**src/ppq_pkg.sv**
```systemverilog
// Package for the priority process queue: shared constants, codes,
// command/response transaction types and sequencer states.
// No dependencies.
`timescale 1ns / 1ps

package ppq_pkg;

    // Fixed field widths of the command and response transactions
    localparam int ID_W           = 5;
    localparam int PRIO_FIELD_W   = 8;
    localparam int OCC_W          = 6;

    // Defaults for the top-level parameters
    localparam int DEPTH_DEF      = 32;
    localparam int PRIO_WIDTH_DEF = 8;

    // Operation codes
    typedef enum logic [1:0] {
        OP_INSERT = 2'd0,
        OP_POP    = 2'd1,
        OP_REMOVE = 2'd2
    } op_t;

    // Result status codes
    typedef enum logic [1:0] {
        ST_OK      = 2'd0,
        ST_EMPTY   = 2'd1,
        ST_FULL    = 2'd2,
        ST_MISSING = 2'd3
    } status_t;

    // Sequencer states
    typedef enum logic [2:0] {
        S_IDLE,
        S_BWD,
        S_INS_WR,
        S_FWD,
        S_HEAD_RD,
        S_DONE
    } state_t;

    typedef struct packed {
        logic [1:0]              mode;
        logic [ID_W-1:0]         entry_id;
        logic [PRIO_FIELD_W-1:0] entry_priority;
    } cmd_t;

    typedef struct packed {
        logic [1:0]              status;
        logic [ID_W-1:0]         taken_id;
        logic [PRIO_FIELD_W-1:0] taken_priority;
        logic [ID_W-1:0]         head_id;
        logic [PRIO_FIELD_W-1:0] head_priority;
        logic                    head_valid;
        logic [OCC_W-1:0]        occupancy;
    } rsp_t;

endpackage

```
**src/ppq_slots.sv**
```systemverilog
// Slot storage for the priority process queue: one write port, one read
// port with registered read data. Depends on ppq_pkg.
`timescale 1ns / 1ps

module ppq_slots #(
    parameter int DEPTH      = ppq_pkg::DEPTH_DEF,
    parameter int PRIO_WIDTH = ppq_pkg::PRIO_WIDTH_DEF,
    localparam int AW        = $clog2(DEPTH)
) (
    input  logic                     clk,
    input  logic                     wr_en,
    input  logic [AW-1:0]            wr_addr,
    input  logic [ppq_pkg::ID_W-1:0] wr_id,
    input  logic [PRIO_WIDTH-1:0]    wr_prio,
    input  logic [AW-1:0]            rd_addr,
    output logic [ppq_pkg::ID_W-1:0] rd_id,
    output logic [PRIO_WIDTH-1:0]    rd_prio
);
    import ppq_pkg::*;

    localparam int ROW_W = ID_W + PRIO_WIDTH;

    logic [ROW_W-1:0] mem [DEPTH];
    logic [ROW_W-1:0] rd_row_reg;

    // Write port
    always_ff @(posedge clk)
    begin
        if (wr_en)
        begin
            mem[wr_addr] <= {wr_id, wr_prio};
        end
    end

    // Registered read port
    always_ff @(posedge clk)
    begin
        rd_row_reg <= mem[rd_addr];
    end

    assign rd_id   = rd_row_reg[ROW_W-1:PRIO_WIDTH];
    assign rd_prio = rd_row_reg[PRIO_WIDTH-1:0];

endmodule

```
**src/priority_process_queue.sv**
```systemverilog
// Priority process queue, descending priority order, FIFO among equals.
// Inserts move lower-priority entries back from the tail; removals scan from
// the front and close the gap; one slot move per cycle through one write
// port and one read port. Next transaction is accepted the cycle after done.
// Reset (rst_n, async, active low) empties the queue; slot contents are kept.
`timescale 1ns / 1ps

module priority_process_queue #(
    parameter int DEPTH      = ppq_pkg::DEPTH_DEF,
    parameter int PRIO_WIDTH = ppq_pkg::PRIO_WIDTH_DEF
) (
    input  logic          clk,
    input  logic          rst_n,
    input  logic          start,
    input  ppq_pkg::cmd_t cmd,
    output logic          busy,
    output logic          done,
    output ppq_pkg::rsp_t rsp
);
    import ppq_pkg::*;

    localparam int AW = $clog2(DEPTH);
    localparam int CW = $clog2(DEPTH + 1);

    state_t                state_reg, state_next;
    logic [AW-1:0]         idx_reg, idx_next;
    logic [CW-1:0]         count_reg, count_next;
    logic [1:0]            mode_reg, mode_next;
    logic [ID_W-1:0]       id_reg, id_next;
    logic [PRIO_WIDTH-1:0] prio_reg, prio_next;
    logic                  found_reg, found_next;
    status_t               status_reg, status_next;
    logic [ID_W-1:0]       tid_reg, tid_next;
    logic [PRIO_WIDTH-1:0] tprio_reg, tprio_next;

    logic                  wr_en;
    logic [AW-1:0]         wr_addr;
    logic [ID_W-1:0]       wr_id;
    logic [PRIO_WIDTH-1:0] wr_prio;
    logic [AW-1:0]         rd_addr;
    logic [ID_W-1:0]       rd_id;
    logic [PRIO_WIDTH-1:0] rd_prio;

    logic                  accept;
    logic                  is_last;
    logic                  is_lower;
    logic                  is_hit;
    logic                  at_full;
    logic                  at_empty;

    ppq_slots #(
        .DEPTH      (DEPTH),
        .PRIO_WIDTH (PRIO_WIDTH)
    ) u_slots (
        .clk     (clk),
        .wr_en   (wr_en),
        .wr_addr (wr_addr),
        .wr_id   (wr_id),
        .wr_prio (wr_prio),
        .rd_addr (rd_addr),
        .rd_id   (rd_id),
        .rd_prio (rd_prio)
    );

    // Handshake and scan conditions
    assign accept   = start && !busy;
    assign at_full  = (count_reg >= CW'(DEPTH));
    assign at_empty = (count_reg == '0);
    assign is_last  = (CW'(idx_reg) == (count_reg - CW'(1)));
    assign is_lower = (rd_prio < prio_reg);
    assign is_hit   = !found_reg &&
                      ((mode_reg == OP_POP) ? (idx_reg == '0) : (rd_id == id_reg));

    // Next state
    always_comb
    begin
        state_next = state_reg;
        case (state_reg)
            S_IDLE:
            begin
                if (accept)
                begin
                    if (cmd.mode == OP_INSERT)
                    begin
                        if (at_full)
                            state_next = S_HEAD_RD;
                        else if (at_empty)
                            state_next = S_INS_WR;
                        else
                            state_next = S_BWD;
                    end
                    else if (cmd.mode == OP_POP || cmd.mode == OP_REMOVE)
                    begin
                        state_next = at_empty ? S_HEAD_RD : S_FWD;
                    end
                    else
                    begin
                        state_next = S_HEAD_RD;
                    end
                end
            end
            S_BWD:
            begin
                if (!is_lower)
                    state_next = S_HEAD_RD;
                else if (idx_reg == '0)
                    state_next = S_INS_WR;
            end
            S_INS_WR:  state_next = S_HEAD_RD;
            S_FWD:
            begin
                if (is_last)
                    state_next = S_HEAD_RD;
            end
            S_HEAD_RD: state_next = S_DONE;
            S_DONE:    state_next = S_IDLE;
            default:   state_next = S_IDLE;
        endcase
    end

    // Datapath and memory control
    always_comb
    begin
        idx_next    = idx_reg;
        count_next  = count_reg;
        mode_next   = mode_reg;
        id_next     = id_reg;
        prio_next   = prio_reg;
        found_next  = found_reg;
        status_next = status_reg;
        tid_next    = tid_reg;
        tprio_next  = tprio_reg;
        wr_en       = 1'b0;
        wr_addr     = idx_reg;
        wr_id       = id_reg;
        wr_prio     = prio_reg;
        rd_addr     = '0;
        case (state_reg)
            S_IDLE:
            begin
                if (accept)
                begin
                    mode_next   = cmd.mode;
                    id_next     = cmd.entry_id;
                    prio_next   = PRIO_WIDTH'(cmd.entry_priority);
                    found_next  = 1'b0;
                    status_next = ST_OK;
                    tid_next    = '0;
                    tprio_next  = '0;
                    idx_next    = '0;
                    if (cmd.mode == OP_INSERT)
                    begin
                        if (at_full)
                        begin
                            status_next = ST_FULL;
                        end
                        else if (!at_empty)
                        begin
                            // walk from the tail toward the front
                            rd_addr  = AW'(count_reg - CW'(1));
                            idx_next = AW'(count_reg - CW'(1));
                        end
                    end
                    else if (cmd.mode == OP_POP || cmd.mode == OP_REMOVE)
                    begin
                        if (at_empty)
                            status_next = ST_EMPTY;
                    end
                end
            end
            // Insert: move lower-priority entries back one slot, or insert
            S_BWD:
            begin
                wr_en   = 1'b1;
                wr_addr = idx_reg + AW'(1);
                if (is_lower)
                begin
                    wr_id    = rd_id;
                    wr_prio  = rd_prio;
                    // stay at the front slot once it has been moved
                    if (idx_reg != '0)
                    begin
                        idx_next = idx_reg - AW'(1);
                        rd_addr  = idx_reg - AW'(1);
                    end
                end
                else
                begin
                    count_next = count_reg + CW'(1);
                end
            end
            // Insert at the slot in idx_reg
            S_INS_WR:
            begin
                wr_en      = 1'b1;
                wr_addr    = idx_reg;
                count_next = count_reg + CW'(1);
            end
            // Removal: find the first match, then close the gap
            S_FWD:
            begin
                rd_addr  = idx_reg + AW'(1);
                idx_next = idx_reg + AW'(1);
                if (found_reg)
                begin
                    wr_en   = 1'b1;
                    wr_addr = idx_reg - AW'(1);
                    wr_id   = rd_id;
                    wr_prio = rd_prio;
                end
                else if (is_hit)
                begin
                    found_next = 1'b1;
                    tid_next   = rd_id;
                    tprio_next = rd_prio;
                end
                if (is_last)
                begin
                    if (found_reg || is_hit)
                        count_next = count_reg - CW'(1);
                    else
                        status_next = ST_MISSING;
                end
            end
            S_HEAD_RD: rd_addr = '0;
            S_DONE:    rd_addr = '0;
            default:   rd_addr = '0;
        endcase
    end

    // Registers
    always_ff @(posedge clk or negedge rst_n)
    begin
        if (!rst_n)
        begin
            state_reg  <= S_IDLE;
            count_reg  <= '0;
            found_reg  <= 1'b0;
            status_reg <= ST_OK;
        end
        else
        begin
            state_reg  <= state_next;
            count_reg  <= count_next;
            found_reg  <= found_next;
            status_reg <= status_next;
        end
    end

    always_ff @(posedge clk)
    begin
        idx_reg   <= idx_next;
        mode_reg  <= mode_next;
        id_reg    <= id_next;
        prio_reg  <= prio_next;
        tid_reg   <= tid_next;
        tprio_reg <= tprio_next;
    end

    // Response fields
    assign busy = (state_reg != S_IDLE);
    assign done = (state_reg == S_DONE);

    always_comb
    begin
        rsp.status         = status_reg;
        rsp.taken_id       = tid_reg;
        rsp.taken_priority = PRIO_FIELD_W'(tprio_reg);
        rsp.head_valid     = !at_empty;
        rsp.head_id        = at_empty ? '0 : rd_id;
        rsp.head_priority  = at_empty ? '0 : PRIO_FIELD_W'(rd_prio);
        rsp.occupancy      = OCC_W'(count_reg);
    end

`ifndef SYNTHESIS
    a_count_bound: assert property (@(posedge clk) disable iff (!rst_n)
        count_reg <= CW'(DEPTH))
        else $error("queue count exceeds depth");

    a_accept_busy: assert property (@(posedge clk) disable iff (!rst_n)
        accept |=> busy)
        else $error("accepted transaction did not raise busy");

    a_count_at_end: assert property (@(posedge clk) disable iff (!rst_n)
        (count_reg != $past(count_reg)) |-> (state_reg == S_HEAD_RD))
        else $error("count changed outside the end of an operation");

    a_done_follows_head: assert property (@(posedge clk) disable iff (!rst_n)
        done |-> ($past(state_reg) == S_HEAD_RD))
        else $error("result strobe without head read");

    a_fwd_write_found: assert property (@(posedge clk) disable iff (!rst_n)
        (wr_en && state_reg == S_FWD) |-> found_reg)
        else $error("slot shifted before the removed entry was found");
`endif

endmodule
```
**config.mk**
```make
export PLATFORM = sky130hd
export DESIGN_NAME = priority_process_queue
export DESIGN_NICKNAME = d
export VERILOG_FILES = /design/src/ppq_pkg.sv /design/src/ppq_slots.sv /design/src/priority_process_queue.sv
export SDC_FILE = /design/constraint.sdc
export NUM_CORES = 1
export LEC_CHECK = 0
export CAP_MARGIN = 20
export CORE_AREA = 2 2 181 183
export DETAILED_ROUTE_END_ITERATION = 8
export DIE_AREA = 0 0 183 185
export DONT_BUFFER_PORTS = 1
export PLACE_DENSITY_LB_ADDON = 0.3
export SLEW_MARGIN = 0
export SYNTH_ARGS = -nofsm -noshare
export SYNTH_HDL_FRONTEND = slang
export SYNTH_SLANG_ARGS = --single-unit
```
**constraint.sdc**
```tcl
create_clock -name clk -period 8.9 [get_ports clk]
set_input_delay 2.67 -clock clk [delete_from_list [all_inputs] [get_ports clk]]
set_output_delay 2.67 -clock clk [all_outputs]
set_load 0.005 [all_outputs]
```
==> run metrics, run 1 <==
outcome completed; clk buf depth 3; hold buffers post-CTS 0; antenna fix cells 0; Most common cell on crit path buf_4; Worst Setup SP cmd[13]; Post-synth EDFFs 449; cell count after placement 1823; PortBufs 0; reg2reg end u_slots.rd_row_reg[9]; register bit total from synthesis 474; Initial Util 62.24%; initial antenna violation count 2; synthesis-to-layout area growth 10.31%; worst hold slack 0.5344 ns; CTS H-tree depth 2; die footprint 33860 sq um; largest net degree at the start of global routing 102; Crit. path cell count 12; power per cell area 200.0 nW/um^2; Synth Flop Type edfxtp_1; Core Rows 66; crit path to u_slots.rd_row_reg[9]; share of layout cells above drive strength 1 10.96%; Netlist cell types 78; skew final 0.01636 ns; Worst Max-Slew Pin Slew 1.075 ns; WP data required 9.31 ns; non-filler cells, final 1913; global-route wire length before repair 73620 um; startpoint types primary input; core area 32040 sq um; layout net count 1500; Fin. Hold Viols 0; depth of the most critical reg-to-reg path 12; Die Wd 183 um; Warnings, synthesis 0; launch point of the worst reg-to-reg path idx_reg[0]; crit path DAT 6.40 ns; Net Count, Synth 1495; fmax 166.9 MHz; ys async rst share 2.532%; Setup Fix Bufs, Post-CTS 0; Fill cells 2075; Post-DP HPWL 29040 um; Slew Limit Fails 0; Post-Syn Instances 1464; commonest non-fill, non-tap cell in the layout edfxtp_1; post-layout min period 5.992 ns; Ports 55; CP Capture Type register; CP max-delay cell nor2_4; root buf cell clkbuf_16; Overflow after GRT 0; register area share after synthesis 70.42%; vias in the first global route 12492; Placer Congestion 0.9039; Pleak 0.006398 uW; Reg area 14040 sq um; TritonRoute pass-1 iters 6; worst hold path class reg -> reg; top-area cell type share of the netlist area 67.61%; Multi-input gate area 5401 sq um; endpoints failing setup 0; kind of critical path in -> reg; RSZ-0062 raised after global routing no; R2R Setup Slk 3.91 ns; total number of vias 12832; maximum VDD drop 0.1404 mV; cell taking the most area after synthesis edfxtp_1; commonest cells after routing, fill and taps aside edfxtp_1, nand2_1, nand3_1; routed wire length 48930 um; vias per std cell 6.708; Final Power 4401 uW; total clock sinks 474; Clock transition at path regs 0.06 ns; Tcrit/Tclk final 67.33%; Slew HR 28.04%; crit-path max cell delay 0.86 ns; area of the mapped netlist 19940 sq um; Total Neg Setup Slack 0 ns; drt drc 0; most area-consuming cells after synthesis edfxtp_1, nand2_1, nand3_1; TritonCTS buffer count 46; Worst-Skew Late Latency 0.55 ns; number of flip-flops in the largest register 416; CP cell instances inv_1, ha_1, nor2b_1, nand3_4, o22ai_2, buf_4, nor2_4, buf_4, mux2i_1, a32oi_1, a31oi_1, nand3_1; CTS tree done; number of gates resized after cts 0; Crit path max-delay family simple AND/OR/NAND/NOR gates; Bufs and invs on worst path 3; 1st-iter DRT viols 1774; drt wl/cell 25.58 um; Tot GR Track Use 29.00%; Syn Area/Cell 13.62 sq um; max cap viols 0; CP max FO 66; Chip Height 185 um; ANT nets after route 0
==> layout make-up <==
| type | instances | share of cell area (%) |
|---|---|---|
| flip-flops and latches | 474 | 63.84 |
| multi-input cells | 880 | 24.55 |
| clock buffers | 58 | 5.574 |
| well taps | 408 | 2.321 |
| repair buffers | 50 | 1.940 |
| clock inverters | 26 | 1.479 |
| inverters | 17 | 0.2901 |
==> where the power goes <==
group | switching [uW] | internal [uW] | leakage [uW]
Combinational | 1.76 | 1.30 | 0.00260
Clock | 812 | 1180 | 0.000767
Sequential | 0 | 2400 | 0.00303
==> worst min-delay path: stages, from the launching register on <==
cell and delay [ns]:
dfrtp_1 0.37, nand2_1 0.05, o21ai_0 0.08
==> logic make-up (layout without fill, tap and decap cells) <==
| kind of cell | count (synthesis) | count (layout) | share of synthesized area, % |
|---|---|---|---|
| simple gates | 521 | 521 | 12.76 |
| flops | 474 | 474 | 70.42 |
| compound gates | 262 | 262 | 9.135 |
| buf+inv | 110 | 151 | 2.742 |
| mux | 56 | 56 | 2.899 |
| xor+xnor | 28 | 28 | 1.230 |
| fa+ha+maj | 13 | 13 | 0.8157 |
==> synth_stat cells, types with 2 or more instances <==
library cell / number
nor2_1: 49
a32oi_1: 25
xnor2_1: 26
nand4_1: 27
o2bb2ai_1: 3
o21ai_0: 37
buf_4: 13
o22ai_1: 10
dfrtp_1: 12
mux2_2: 14
a22o_1: 2
or3_1: 3
and4bb_1: 9
buf_6: 5
and2_1: 17
a21oi_1: 80
a2111oi_4: 2
nor3b_1: 3
a22oi_1: 13
nor2b_1: 4
buf_1: 11
buf_2: 38
xor2_1: 2
or4b_4: 2
mux2i_1: 42
dfxtp_1: 13
nand2b_1: 4
a31oi_1: 28
and3_1: 45
a211oi_1: 28
nand3_1: 85
inv_1: 17
o21a_1: 2
nand2_1: 241
nor3_1: 18
o211ai_1: 2
o21ai_2: 2
ha_1: 13
nor4bb_1: 4
o221ai_1: 2
edfxtp_1: 449
clkbuf_1: 26
==> through the flow <==
step	worst slack (ns)	utilization (%)	cell area, sq um
after CTS	2.982	68.41	21920
after floorplan	3.947	-	19940
after global placement	2.438	63.32	20290
after global routing	2.748	68.65	22000
final	2.908	68.65	22000
after detailed placement	2.422	63.57	20370
==> routing by layer <==
layer  global-route usage [%]  wire length (um)
met5                        0                 0
met4                    11.26              1909
met3                    5.899              5636
met2                    46.35             22620
met1                    39.69             18760
==> worst min path at each step <==
stage / startpoint / end / cells after the start
finish: status_reg[1] / status_reg[1] / 2
global placement: status_reg[1] / status_reg[1] / 2
global route: status_reg[1] / status_reg[1] / 2
detailed placement: status_reg[1] / status_reg[1] / 2
CTS: status_reg[1] / status_reg[1] / 2
floorplan: status_reg[1] / status_reg[1] / 2
Power figures use the tool's default switching activity.
==> run 2: changes to the inputs <==
==> constraint.sdc (replaced) <==
create_clock -name clk -period 5.7 [get_ports clk]
set_input_delay 1.71 -clock clk [delete_from_list [all_inputs] [get_ports clk]]
set_output_delay 1.71 -clock clk [all_outputs]
set_load 0.005 [all_outputs]
==> run metrics, run 2 (same netlist as run 1, synthesis figures left out) <==
number of gates resized after cts 0 (unchanged); final core utilization 68.74% (was 68.65%); Pleak 0.006415 uW (was 0.006398 uW); Slew Limit Fails 0 (unchanged); PortBufs 0 (unchanged); Chip Height 185 um (unchanged); fmax 225.4 MHz; synthesis-to-layout area growth 10.45% (was 10.31%); vias in the first global route 12360 (was 12492); root buf cell clkbuf_16 (unchanged); total number of vias 12919 (was 12832); power per cell area 309.6 nW/um^2 (was 200.0 nW/um^2); global-route wire length before repair 74800 um (was 73620 um); Hold EP status_reg[1] (unchanged); TritonRoute pass-1 iters 6 (unchanged); worst hold path class reg -> reg (unchanged); Placer Congestion 0.9751 (was 0.9039); Worst-Skew Late Latency 0.57 ns (was 0.55 ns); depth of the most critical reg-to-reg path 7 (was 12); R2R Setup Slk 1.38 ns (was 3.91 ns); Worst Setup SP count_reg[0] (was cmd[13]); vias per std cell 6.715 (was 6.708); Total Neg Setup Slack 0 ns (unchanged); hold buffers post-CTS 0 (unchanged); largest net degree at the start of global routing 58 (was 102); WP data required 3.99 ns (was 9.31 ns); Clock transition at path regs 0.06 ns (about the same); startpoint types register (was primary input); maximum VDD drop 0.2126 mV (was 0.1404 mV); ANT nets after route 0 (unchanged); Tcrit/Tclk final 77.82%; drt wl/cell 25.92 um (was 25.58 um); Fin. Hold Viols 0 (unchanged); die footprint 33860 sq um (unchanged); Setup Fix Bufs, Post-CTS 0 (unchanged); Worst Max-Slew Pin Slew 1.083 ns (was 1.075 ns); RSZ-0062 raised after global routing no (unchanged); commonest non-fill, non-tap cell in the layout edfxtp_1 (unchanged); CTS tree done (unchanged); CTS H-tree depth 2 (unchanged); CP Capture Type primary output (was register); Core Rows 66 (unchanged); Ports 55 (unchanged); Hold Startpoint status_reg[1] (unchanged); launch point of the worst reg-to-reg path state_reg[1] (was idx_reg[0]); TritonCTS buffer count 47 (was 46); layout net count 1508 (was 1500); share of layout cells above drive strength 1 10.62% (was 10.96%); Die Wd 183 um (unchanged); outcome completed (unchanged); Fill cells 2102 (was 2075); drt drc 0 (unchanged); kind of critical path reg -> out (was in -> reg); total clock sinks 474 (unchanged); max cap viols 0 (unchanged); skew final 0.02358 ns (was 0.01636 ns); core area 32040 sq um (unchanged); post-layout min period 4.436 ns; 1st-iter DRT viols 1974 (was 1774); clk buf depth 3 (unchanged); antenna fix cells 0 (unchanged); Initial Util 62.24% (unchanged); crit path DAT 2.73 ns (was 6.40 ns); endpoints failing setup 0 (unchanged); reg2reg end u_slots.rd_row_reg[5] (was u_slots.rd_row_reg[9]); Post-DP HPWL 29990 um (was 29040 um); initial antenna violation count 0 (was 2); Overflow after GRT 0 (unchanged); routed wire length 49860 um (was 48930 um); commonest cells after routing, fill and taps aside edfxtp_1, nand2_1, nand3_1 (unchanged); Worst Hold Depth 2 (unchanged); Slew HR 27.56% (was 28.04%); number of flip-flops in the largest register 416 (unchanged); Tot GR Track Use 29.45% (was 29.00%); CP max FO 16 (was 66)
[run 2: cell type report]
cell class / instances / area (sq um) / share of cell area (%)
Clock inverter: 28 / 292.8 / 1.329
Inverter: 17 / 63.81 / 0.2897
Clock buffer: 60 / 1246 / 5.658
Tap cell: 408 / 510.5 / 2.318
Sequential cell: 474 / 14040 / 63.76
Timing Repair Buffer: 57 / 480.5 / 2.181
Multi-Input combinational cell: 880 / 5388 / 24.46
[run 2: worst max-delay path, stage by stage, from the launching register on]
cell and delay, ns:
dfrtp_1 0.55, inv_1 0.19, ha_1 0.21, or4b_4 0.53, nor2_1 0.20, inv_1 0.23
and2_1 0.25
[run 2: per-layer routing]
layer	routed length, um	part of all wire, %	track usage [%]
met1	19150	38	42.08
met2	23080	46	46.05
met3	6093	12	6.154
met4	1540	3.1	9.184
met5	0	0	0
[run 2: how the worst max path moves through the flow]
stage | end | slack [ns] | cells after the start
2_1_floorplan | u_slots.rd_row_reg[10] | 1.71 | 9
3_3_place_gp | u_slots.rd_row_reg[5] | 0.97 | 9
3_5_place_dp | u_slots.rd_row_reg[5] | 0.91 | 11
4_1_cts | rsp[9] | 1.23 | 6
5_1_grt | rsp[9] | 1.14 | 6
6_report | rsp[19] | 1.26 | 6
[run 2: metrics by stage]
step	cells	hold slack [ns]	instance area [sq um]	total power, uW	worst slack [ns]
finish	1924	0.5134	22020	6819	1.264
global route	1924	0.5666	22020	6970	1.145
CTS	1919	0.5249	21990	6834	1.234
detailed placement	1831	0.5113	20450	3832	0.9102
global placement	1824	0.5001	20380	3832	0.9715
floorplan	1464	0.4733	19940	3831	1.707
[run 2: power breakdown]
group	total (uW)	internal [uW]	switching, uW	leakage, uW
clock network	3060	1780	1280	0.000748
registers	3750	3750	0	0.00303
logic	4.92	2.04	2.88	0.00264
total	6820	5540	1280	0.00642
